==> config.mk <==
export PLATFORM = sky130hd
export DESIGN_NAME = tga_rle_pixel_decoder_unit
export DESIGN_NICKNAME = d
export VERILOG_FILES = /design/src/design/tgarle_pkg.sv /design/src/design/tgarle_decode.sv /design/src/design/tgarle_out_buf.sv /design/src/design/tga_rle_pixel_decoder_unit.sv
export SDC_FILE = /design/constraint.sdc
export NUM_CORES = 1
export LEC_CHECK = 0
export BUFFER_PORTS_ARGS = -buffer_cell sky130_fd_sc_hd__buf_2
export CAP_MARGIN = 20
export CORE_MARGIN = 1
export CORE_UTILIZATION = 60
export DETAILED_ROUTE_END_ITERATION = 10
export GPL_TIMING_DRIVEN = 0
export PLACE_DENSITY = 0.8
export SLEW_MARGIN = 20
export SYNTH_ARGS = -nofsm -noshare
export SYNTH_HDL_FRONTEND = slang
export SYNTH_SLANG_ARGS = --single-unit
==> constraint.sdc <==
create_clock -name clock -period 13.2 [get_ports clock]
set_input_delay 2.64 -clock clock [delete_from_list [all_inputs] [get_ports clock]]
set_output_delay 2.64 -clock clock [all_outputs]
set_load 0.02 [all_outputs]
==> src/design/tgarle_pkg.sv <==
// ----------------------------------------------------------------------------
// tgarle_pkg
// Shared types and constants for the TGA run-length pixel decoder.
// ----------------------------------------------------------------------------
`default_nettype none

package tgarle_pkg;

   // Default width of the pixel counter
   localparam int PIXEL_COUNT_WIDTH_DEF = 24;

   // Width of the total_pixels register
   localparam int TOTAL_WIDTH = 24;

   // Widest configuration register
   localparam int CSR_DATA_WIDTH = 24;
   localparam int CSR_INDEX_WIDTH = 2;

   // Register indexes
   localparam logic [CSR_INDEX_WIDTH-1:0] CSR_BYTES_PER_PIXEL = 2'd0;
   localparam logic [CSR_INDEX_WIDTH-1:0] CSR_TOTAL_PIXELS    = 2'd1;
   localparam logic [CSR_INDEX_WIDTH-1:0] CSR_SWAP_RED_BLUE   = 2'd2;

   // Packet header coding
   localparam logic [7:0] RUN_FLAG = 8'h80;
   localparam logic [7:0] RUN_BIAS = 8'd127;

   // Reset values of the registers
   localparam logic [2:0]             BPP_RESET   = 3'd3;
   localparam logic [TOTAL_WIDTH-1:0] TOTAL_RESET = 24'd1;
   localparam logic                   SWAP_RESET  = 1'b1;

   typedef struct packed {
      logic [7:0] data_byte;
      logic       start_image;
   } req_item_type;

   typedef struct packed {
      logic [31:0] pixel_value;
      logic [7:0]  repeat_count;
      logic        image_done;
   } rsp_item_type;

   typedef struct packed {
      logic [2:0]             bytes_per_pixel;
      logic [TOTAL_WIDTH-1:0] total_pixels;
      logic                   swap_red_blue;
   } cfg_type;

endpackage : tgarle_pkg

`default_nettype wire

==> src/design/tgarle_decode.sv <==
// ----------------------------------------------------------------------------
// tgarle_decode
// Packet and pixel decode state; one compressed byte per accepted item.
// ----------------------------------------------------------------------------
`default_nettype none

module tgarle_decode #(
   parameter int PIXEL_COUNT_WIDTH = tgarle_pkg::PIXEL_COUNT_WIDTH_DEF
) (
   input  wire                         clock,
   input  wire                         reset,
   input  wire tgarle_pkg::cfg_type    cfg,
   input  wire                         in_accept,
   input  wire tgarle_pkg::req_item_type in_item,
   output logic                        res_valid,
   output tgarle_pkg::rsp_item_type    res_item
);
   import tgarle_pkg::*;

   localparam int PCW = PIXEL_COUNT_WIDTH;

   logic                 expect_header_ff, expect_header_in;
   logic                 run_packet_ff, run_packet_in;
   logic [7:0]           left_ff, left_in;
   logic [1:0]           pos_ff, pos_in;
   logic [23:0]          asm_ff, asm_in;
   logic [PCW-1:0]       emitted_ff, emitted_in;
   logic                 complete_ff, complete_in;

   logic [PCW-1:0]       total_sat;
   logic [2:0]           size;
   logic                 cur_expect;
   logic                 cur_run;
   logic [7:0]           cur_left;
   logic [1:0]           cur_pos;
   logic [23:0]          cur_asm;
   logic [PCW-1:0]       cur_emitted;
   logic                 cur_complete;
   logic [PCW-1:0]       remaining;
   logic [7:0]           count;
   logic [31:0]          shifted;
   logic [31:0]          px;
   logic [7:0]           rep;
   logic [PCW:0]         sum;
   logic [PCW-1:0]       emitted_new;
   logic                 done;

   // Saturate the pixel total at the counter range
   generate
      if (TOTAL_WIDTH > PCW) begin : g_sat
         assign total_sat = (|cfg.total_pixels[TOTAL_WIDTH-1:PCW]) ?
                            {PCW{1'b1}} : cfg.total_pixels[PCW-1:0];
      end else begin : g_ext
         assign total_sat = PCW'(cfg.total_pixels);
      end
   endgenerate

   always_comb begin
      if (cfg.bytes_per_pixel == 3'd0) begin
         size = 3'd1;
      end else if (cfg.bytes_per_pixel > 3'd4) begin
         size = 3'd4;
      end else begin
         size = cfg.bytes_per_pixel;
      end
   end

   always_comb begin
      // start of image clears the image state before the byte is decoded
      cur_expect   = in_item.start_image | expect_header_ff;
      cur_run      = in_item.start_image ? 1'b0 : run_packet_ff;
      cur_left     = in_item.start_image ? 8'd0 : left_ff;
      cur_pos      = in_item.start_image ? 2'd0 : pos_ff;
      cur_asm      = in_item.start_image ? 24'd0 : asm_ff;
      cur_emitted  = in_item.start_image ? '0 : emitted_ff;
      cur_complete = in_item.start_image ? 1'b0 : complete_ff;

      expect_header_in = cur_expect;
      run_packet_in    = cur_run;
      left_in          = cur_left;
      pos_in           = cur_pos;
      asm_in           = cur_asm;
      emitted_in       = cur_emitted;
      complete_in      = cur_complete;

      remaining   = (cur_emitted < total_sat) ? (total_sat - cur_emitted) : '0;
      count       = ((in_item.data_byte & RUN_FLAG) != 8'd0) ?
                    (in_item.data_byte - RUN_BIAS) : (in_item.data_byte + 8'd1);
      shifted     = 32'(in_item.data_byte) << {cur_pos, 3'b000};
      px          = {8'd0, cur_asm} | shifted;
      rep         = 8'd1;
      sum         = '0;
      emitted_new = '0;
      done        = 1'b0;
      res_valid   = 1'b0;

      if (cur_complete) begin
         // drop bytes until the next image
      end else if (cur_expect) begin
         run_packet_in = (in_item.data_byte & RUN_FLAG) != 8'd0;
         if (remaining == '0) begin
            complete_in = 1'b1;
         end else begin
            left_in          = (PCW'(count) > remaining) ? remaining[7:0] : count;
            pos_in           = 2'd0;
            asm_in           = 24'd0;
            expect_header_in = 1'b0;
         end
      end else if (({1'b0, cur_pos} + 3'd1) < size) begin
         asm_in = px[23:0];
         pos_in = cur_pos + 2'd1;
      end else begin
         unique case (size)
            3'd1:    px = px & 32'h0000_00FF;
            3'd2:    px = px & 32'h0000_FFFF;
            3'd3:    px = px & 32'h00FF_FFFF;
            default: px = px;
         endcase
         if (size >= 3'd3 && cfg.swap_red_blue) begin
            px = {px[31:24], px[7:0], px[15:8], px[23:16]};
         end
         if (cur_run) begin
            rep     = cur_left;
            left_in = 8'd0;
         end else begin
            rep     = 8'd1;
            left_in = (cur_left > 8'd0) ? cur_left - 8'd1 : 8'd0;
         end
         sum         = {1'b0, cur_emitted} + (PCW + 1)'(rep);
         emitted_new = sum[PCW-1:0];
         done        = emitted_new >= total_sat;
         emitted_in  = emitted_new;
         if (done) begin
            complete_in = 1'b1;
         end
         if (left_in == 8'd0) begin
            expect_header_in = 1'b1;
         end
         pos_in    = 2'd0;
         asm_in    = 24'd0;
         res_valid = in_accept;
      end
   end

   assign res_item.pixel_value  = px;
   assign res_item.repeat_count = rep;
   assign res_item.image_done   = done;

   always_ff @(posedge clock) begin
      if (reset) begin
         expect_header_ff <= 1'b1;
         run_packet_ff    <= 1'b0;
         left_ff          <= 8'd0;
         pos_ff           <= 2'd0;
         asm_ff           <= 24'd0;
         emitted_ff       <= '0;
         complete_ff      <= 1'b0;
      end else if (in_accept) begin
         expect_header_ff <= expect_header_in;
         run_packet_ff    <= run_packet_in;
         left_ff          <= left_in;
         pos_ff           <= pos_in;
         asm_ff           <= asm_in;
         emitted_ff       <= emitted_in;
         complete_ff      <= complete_in;
      end
   end

endmodule : tgarle_decode

`default_nettype wire

==> src/design/tgarle_out_buf.sv <==
// ----------------------------------------------------------------------------
// tgarle_out_buf
// Result register with one skid entry between decode and the result port.
// ----------------------------------------------------------------------------
`default_nettype none

module tgarle_out_buf (
   input  wire                         clock,
   input  wire                         reset,
   input  wire                         load,
   input  wire tgarle_pkg::rsp_item_type load_item,
   output logic                        full,
   output logic                        rsp_valid,
   input  wire                         rsp_stall,
   output tgarle_pkg::rsp_item_type    rsp_item
);
   import tgarle_pkg::*;

   logic         out_valid_ff, out_valid_in;
   rsp_item_type out_item_ff, out_item_in;
   logic         skid_valid_ff, skid_valid_in;
   rsp_item_type skid_item_ff;
   logic         out_free;

   assign out_free = !out_valid_ff || !rsp_stall;

   always_comb begin
      out_valid_in = out_valid_ff;
      out_item_in  = out_item_ff;
      if (out_free) begin
         out_valid_in = skid_valid_ff || load;
         out_item_in  = skid_valid_ff ? skid_item_ff : load_item;
      end
      // park a new item while the result register is held
      skid_valid_in = skid_valid_ff ? !out_free : (load && !out_free);
   end

   always_ff @(posedge clock) begin
      if (reset) begin
         out_valid_ff  <= 1'b0;
         skid_valid_ff <= 1'b0;
      end else begin
         out_valid_ff  <= out_valid_in;
         skid_valid_ff <= skid_valid_in;
      end
   end

   always_ff @(posedge clock) begin
      out_item_ff <= out_item_in;
      if (load && !out_free && !skid_valid_ff) begin
         skid_item_ff <= load_item;
      end
   end

   assign full      = skid_valid_ff;
   assign rsp_valid = out_valid_ff;
   assign rsp_item  = out_item_ff;

endmodule : tgarle_out_buf

`default_nettype wire

==> src/design/tga_rle_pixel_decoder_unit.sv <==
// ----------------------------------------------------------------------------
// tga_rle_pixel_decoder_unit
// TGA run-length decoder: compressed bytes in, pixels with repeat counts out.
// ----------------------------------------------------------------------------
//
//   channel | ports                          | moves
//   --------+--------------------------------+--------------------------------
//   req     | req_valid req_stall req_item   | one compressed byte per item
//   rsp     | rsp_valid rsp_stall rsp_item   | pixel, repeat count, image done
//   csr     | csr_write_en csr_index csr_..  | register writes, no read-back
//
// One byte is taken every cycle while req_stall is low; the packet/pixel state
// and the result logic sit between the req port and the result register, so a
// pixel's result is registered there (or in the skid entry) before it shows on rsp.
// Reset is synchronous: registers go to their reset values and the first byte
// is decoded as a packet header.
// A stall on rsp holds the result; the next result parks in a skid entry and
// req_stall rises only while that entry is occupied.
// ----------------------------------------------------------------------------
`default_nettype none

module tga_rle_pixel_decoder_unit #(
   parameter int PIXEL_COUNT_WIDTH = tgarle_pkg::PIXEL_COUNT_WIDTH_DEF
) (
   input  wire                                       clock,
   input  wire                                       reset,
   input  wire                                       req_valid,
   output logic                                      req_stall,
   input  wire tgarle_pkg::req_item_type             req_item,
   output logic                                      rsp_valid,
   input  wire                                       rsp_stall,
   output tgarle_pkg::rsp_item_type                  rsp_item,
   input  wire                                       csr_write_en,
   input  wire [tgarle_pkg::CSR_INDEX_WIDTH-1:0]     csr_index,
   input  wire [tgarle_pkg::CSR_DATA_WIDTH-1:0]      csr_write_data
);
   import tgarle_pkg::*;

   cfg_type      cfg_ff;
   logic         req_accept;
   logic         res_valid;
   rsp_item_type res_item;
   logic         buf_full;

   // Configuration registers; writes to unused indexes drop
   always_ff @(posedge clock) begin
      if (reset) begin
         cfg_ff.bytes_per_pixel <= BPP_RESET;
         cfg_ff.total_pixels    <= TOTAL_RESET;
         cfg_ff.swap_red_blue   <= SWAP_RESET;
      end else if (csr_write_en) begin
         unique case (csr_index)
            CSR_BYTES_PER_PIXEL: cfg_ff.bytes_per_pixel <= csr_write_data[2:0];
            CSR_TOTAL_PIXELS:    cfg_ff.total_pixels    <= csr_write_data[TOTAL_WIDTH-1:0];
            CSR_SWAP_RED_BLUE:   cfg_ff.swap_red_blue   <= csr_write_data[0];
            default: begin
            end
         endcase
      end
   end

   // Hold input while the skid entry is occupied
   assign req_stall  = buf_full;
   assign req_accept = req_valid && !buf_full;

   tgarle_decode #(
      .PIXEL_COUNT_WIDTH(PIXEL_COUNT_WIDTH)
   ) u_decode (
      .clock     (clock),
      .reset     (reset),
      .cfg       (cfg_ff),
      .in_accept (req_accept),
      .in_item   (req_item),
      .res_valid (res_valid),
      .res_item  (res_item)
   );

   tgarle_out_buf u_out_buf (
      .clock     (clock),
      .reset     (reset),
      .load      (res_valid),
      .load_item (res_item),
      .full      (buf_full),
      .rsp_valid (rsp_valid),
      .rsp_stall (rsp_stall),
      .rsp_item  (rsp_item)
   );

endmodule : tga_rle_pixel_decoder_unit

`default_nettype wire
==> results.yml <==
global_route:
  grt_pass1_vias: 9233
  grt_use_met3_pct: 5.85
  grt_pass1_wl_um: 48400
  gr-max-usage-layer: "met2"
  grt_max_degree: 30
  grt_util_met2_pct: 57.0
  grtUsageMet1_pct: 42.8
  grt_antenna_before_repair: 0
  grt-ovfl-total: 0
  grt_util_all_layers_pct: 33.9
die:
  pin_count: 83
  start_util_pct: 62.3
  die_h_um: 137
  rows: 48
  core_um2: 17500
  die_area_um2: 18800
  die_w_um: 137
route:
  drtIter0Drc: 1039
  drt-total-wl_um: 30800
  dr_total_vias: 9880
  routedWlPerCell_um: 19.6
  vias_per_cell: 6.28
  dr.pass1.iters: 7
  final_antenna_net_count: 0
  drc_errors: 0
yosys:
  synth.net_count: 1348
  netlist.top_cell.by_area: "edfxtp_1"
  async_reset_ff_share_pct: 0
  synth_cell_type_count: 78
  synth_common_cells: "nand2_1 (171), a21oi_1 (99), nor2_1 (94)"
  synthTopCellsByArea: "edfxtp_1 (23%), dfxtp_1 (17%), ha_1 (8.1%)"
  yosysMostFrequentCell: "nand2_1"
  synth-edff-count: 82
  synthDominantCellAreaShare_pct: 22.5
  syn_area_um2: 10900
  synth_ff_type: "dfxtp_1"
  ys_warn_count: 0
  ys_seq_area_share_pct: 39.2
  yosys_register_bits: 173
  syn_area_per_cell_um2: 8.85
  synthCells: 1235
power_and_ir_drop:
  powerDensity_nw_per_um2: 108
  power_frac_comb_pct: 18.5
  p_leak_nw: 5.10
  p_clk_share_pct: 37.7
  sw_frac_of_total_pct: 30.9
  seqPwrFrac_pct: 43.8
  ir_drop_v: 0.0000997
  power.switching_mw: 0.407
  p_int_mw: 0.909
setup_path:
  startpoint_type: "input port"
  end_kind: "register"
  critPathMaxFanout: 10
  crit_arrival_ps: 10250
  timing.rr.start: "u_decode.run_packet_ff"
  cpMostUsedCell: "a21oi_1"
  r2r_setup_slack_ps: 6740
  worstPathRequired_ps: 13480
  path_class: "in2reg"
  rr_endpoint: "u_decode.complete_ff"
  rr_worst_depth: 26
  slowest_stage: "nor4_1"
  max_stage_delay_ps: 760
clock_network:
  ctsResizeCount: 0
  cts_hold_buf: 0
  clkSinkCount: 173
  cts_setup_buffers: 0
  h-tree-depth: 4
  clkTransAtPathRegs_ps: 70
  cts_tree: "yes"
  cts_root_buf: "clkbuf_16"
  cts_buffers: 17
  clk_latency_ps: 440
  clock_path_buffers: 2
layout:
  post-route-util_pct: 69.8
  syn_to_final_growth_pct: 11.9
  final_nets: 1447
  n_antenna_cell: 0
  drive_gt1_share_pct: 13.4
sta:
  finalSetupViolations: 0
  max_freq_ghz: 0.100
  max_slew_margin_pct: 24.1
  worst_pin_slew_ps: 1130
  finalHoldViolations: 0
  finalSetupTns_ps: 0
  report.final.slew_viol_count: 0
  rsz0062_at_grt: "no"
  fin_crit_sh_pct: 75.5
  fin_skew_ps: 14.9
  fin_crit_ps: 9960
status:
  status: "complete, no violations"
job:
  maxCapViolations: 0
min_path:
  hp-class: "reg2reg"
  hold_depth: 2
  hp-start: "cfg_ff[14]"
  hold_end: "cfg_ff[14]"
placement:
  hpwl_um: 23500
  gp_congestion: 0.963
  place.port_buffers: 78
per-layer routing:
layer | up-vias | wire, um
met1 | 4684 | 12900
met3 | 74 | 2170
met4 | 0 | 1050
li1 | 4687 | -
met2 | 435 | 14600
met5 | - | 0
area by class of cell:
type                            instances  area, um^2
Multi-Input combinational cell        923        6110
Sequential cell                       173        4280
Clock buffer                           18         429
Inverter                               75         282
Fill cell                            1412        5300
Timing Repair Buffer                   80         430
Tap cell                              225         282
Clock inverter                         14         148
Buffer                                 64         272
worst max-delay path by stage:
| stage | start | to | cells past startpoint |
|---|---|---|---|
| final | req_item[0] | u_decode.complete_ff | 29 |
| after global routing | req_item[0] | u_decode.complete_ff | 29 |
| after CTS | req_item[0] | u_decode.complete_ff | 29 |
| after detailed placement | req_item[0] | u_decode.complete_ff | 29 |
| after global placement | req_item[0] | u_decode.complete_ff | 29 |
| after floorplan | req_item[0] | u_decode.complete_ff | 28 |
power by group through the flow:
stage	Combinational, mW	Sequential, mW	Clock (mW)
2_1_floorplan	0.169	0.591	0
3_3_place_gp	0.232	0.588	0
3_5_place_dp	0.236	0.588	0
4_1_cts	0.237	0.576	0.498
5_1_grt	0.266	0.577	0.520
6_report	0.243	0.577	0.497
through the flow:
stage	total power [mW]	instance area [um^2]	hold WS, ps	std cells	worst slack, ps
2_1_floorplan	0.759	10900	450	1235	5330
3_3_place_gp	0.820	11600	462	1538	3100
4_1_cts	1.31	12200	479	1572	3500
6_report	1.32	12200	479	1572	3240
5_1_grt	1.36	12200	494	1572	2900
3_5_place_dp	0.824	11700	470	1540	3070
logic make-up after synthesis:
group                    after synthesis  synth area share [%]
AO/OA/AOI/OAI                        343                  21.6
XOR/XNOR                              40                  3.21
adder cells (fa/ha/maj)               73                  8.49
buffers and inverters                139                  5.06
flip-flops                           173                  39.2
multiplexers                          46                  4.59
AND/OR/NAND/NOR                      421                  17.9
registers in the layout (all words and copies together), names as in the netlist, 2 cells and up:
name / count
cfg_ff: 28
u_decode.asm_ff: 24
u_decode.emitted_ff: 24
u_decode.left_ff: 8
u_decode.pos_ff: 2
u_out_buf.rsp_item: 41
u_out_buf.skid_item_ff: 41
cell usage in the layout (no fill, tap or decap), types with 15 or more instances in the layout:
cell / count
inv_1: 74
xor2_1: 20
nor2b_1: 15
ha_1: 71
nand2_1: 170
nand3_1: 27
o21ai_0: 47
edfxtp_1: 82
nor2_1: 93
and2_1: 20
dfxtp_1: 91
a21oi_1: 99
nor3_1: 18
a21o_1: 24
buf_2: 82
clkbuf_1: 46
mux2_2: 33
xnor2_1: 20
a22oi_1: 34
clkbuf_16: 17
critical path: cells and delay by family:
family / cells / cell delay, ps
adder cells (fa/ha/maj): 2 / 470
buffers and inverters: 8 / 2660
XOR/XNOR: 1 / 280
AO/OA/AOI/OAI: 11 / 2360
AND/OR/NAND/NOR: 7 / 1830
No activity file was read; power rests on OpenSTA's default activity.
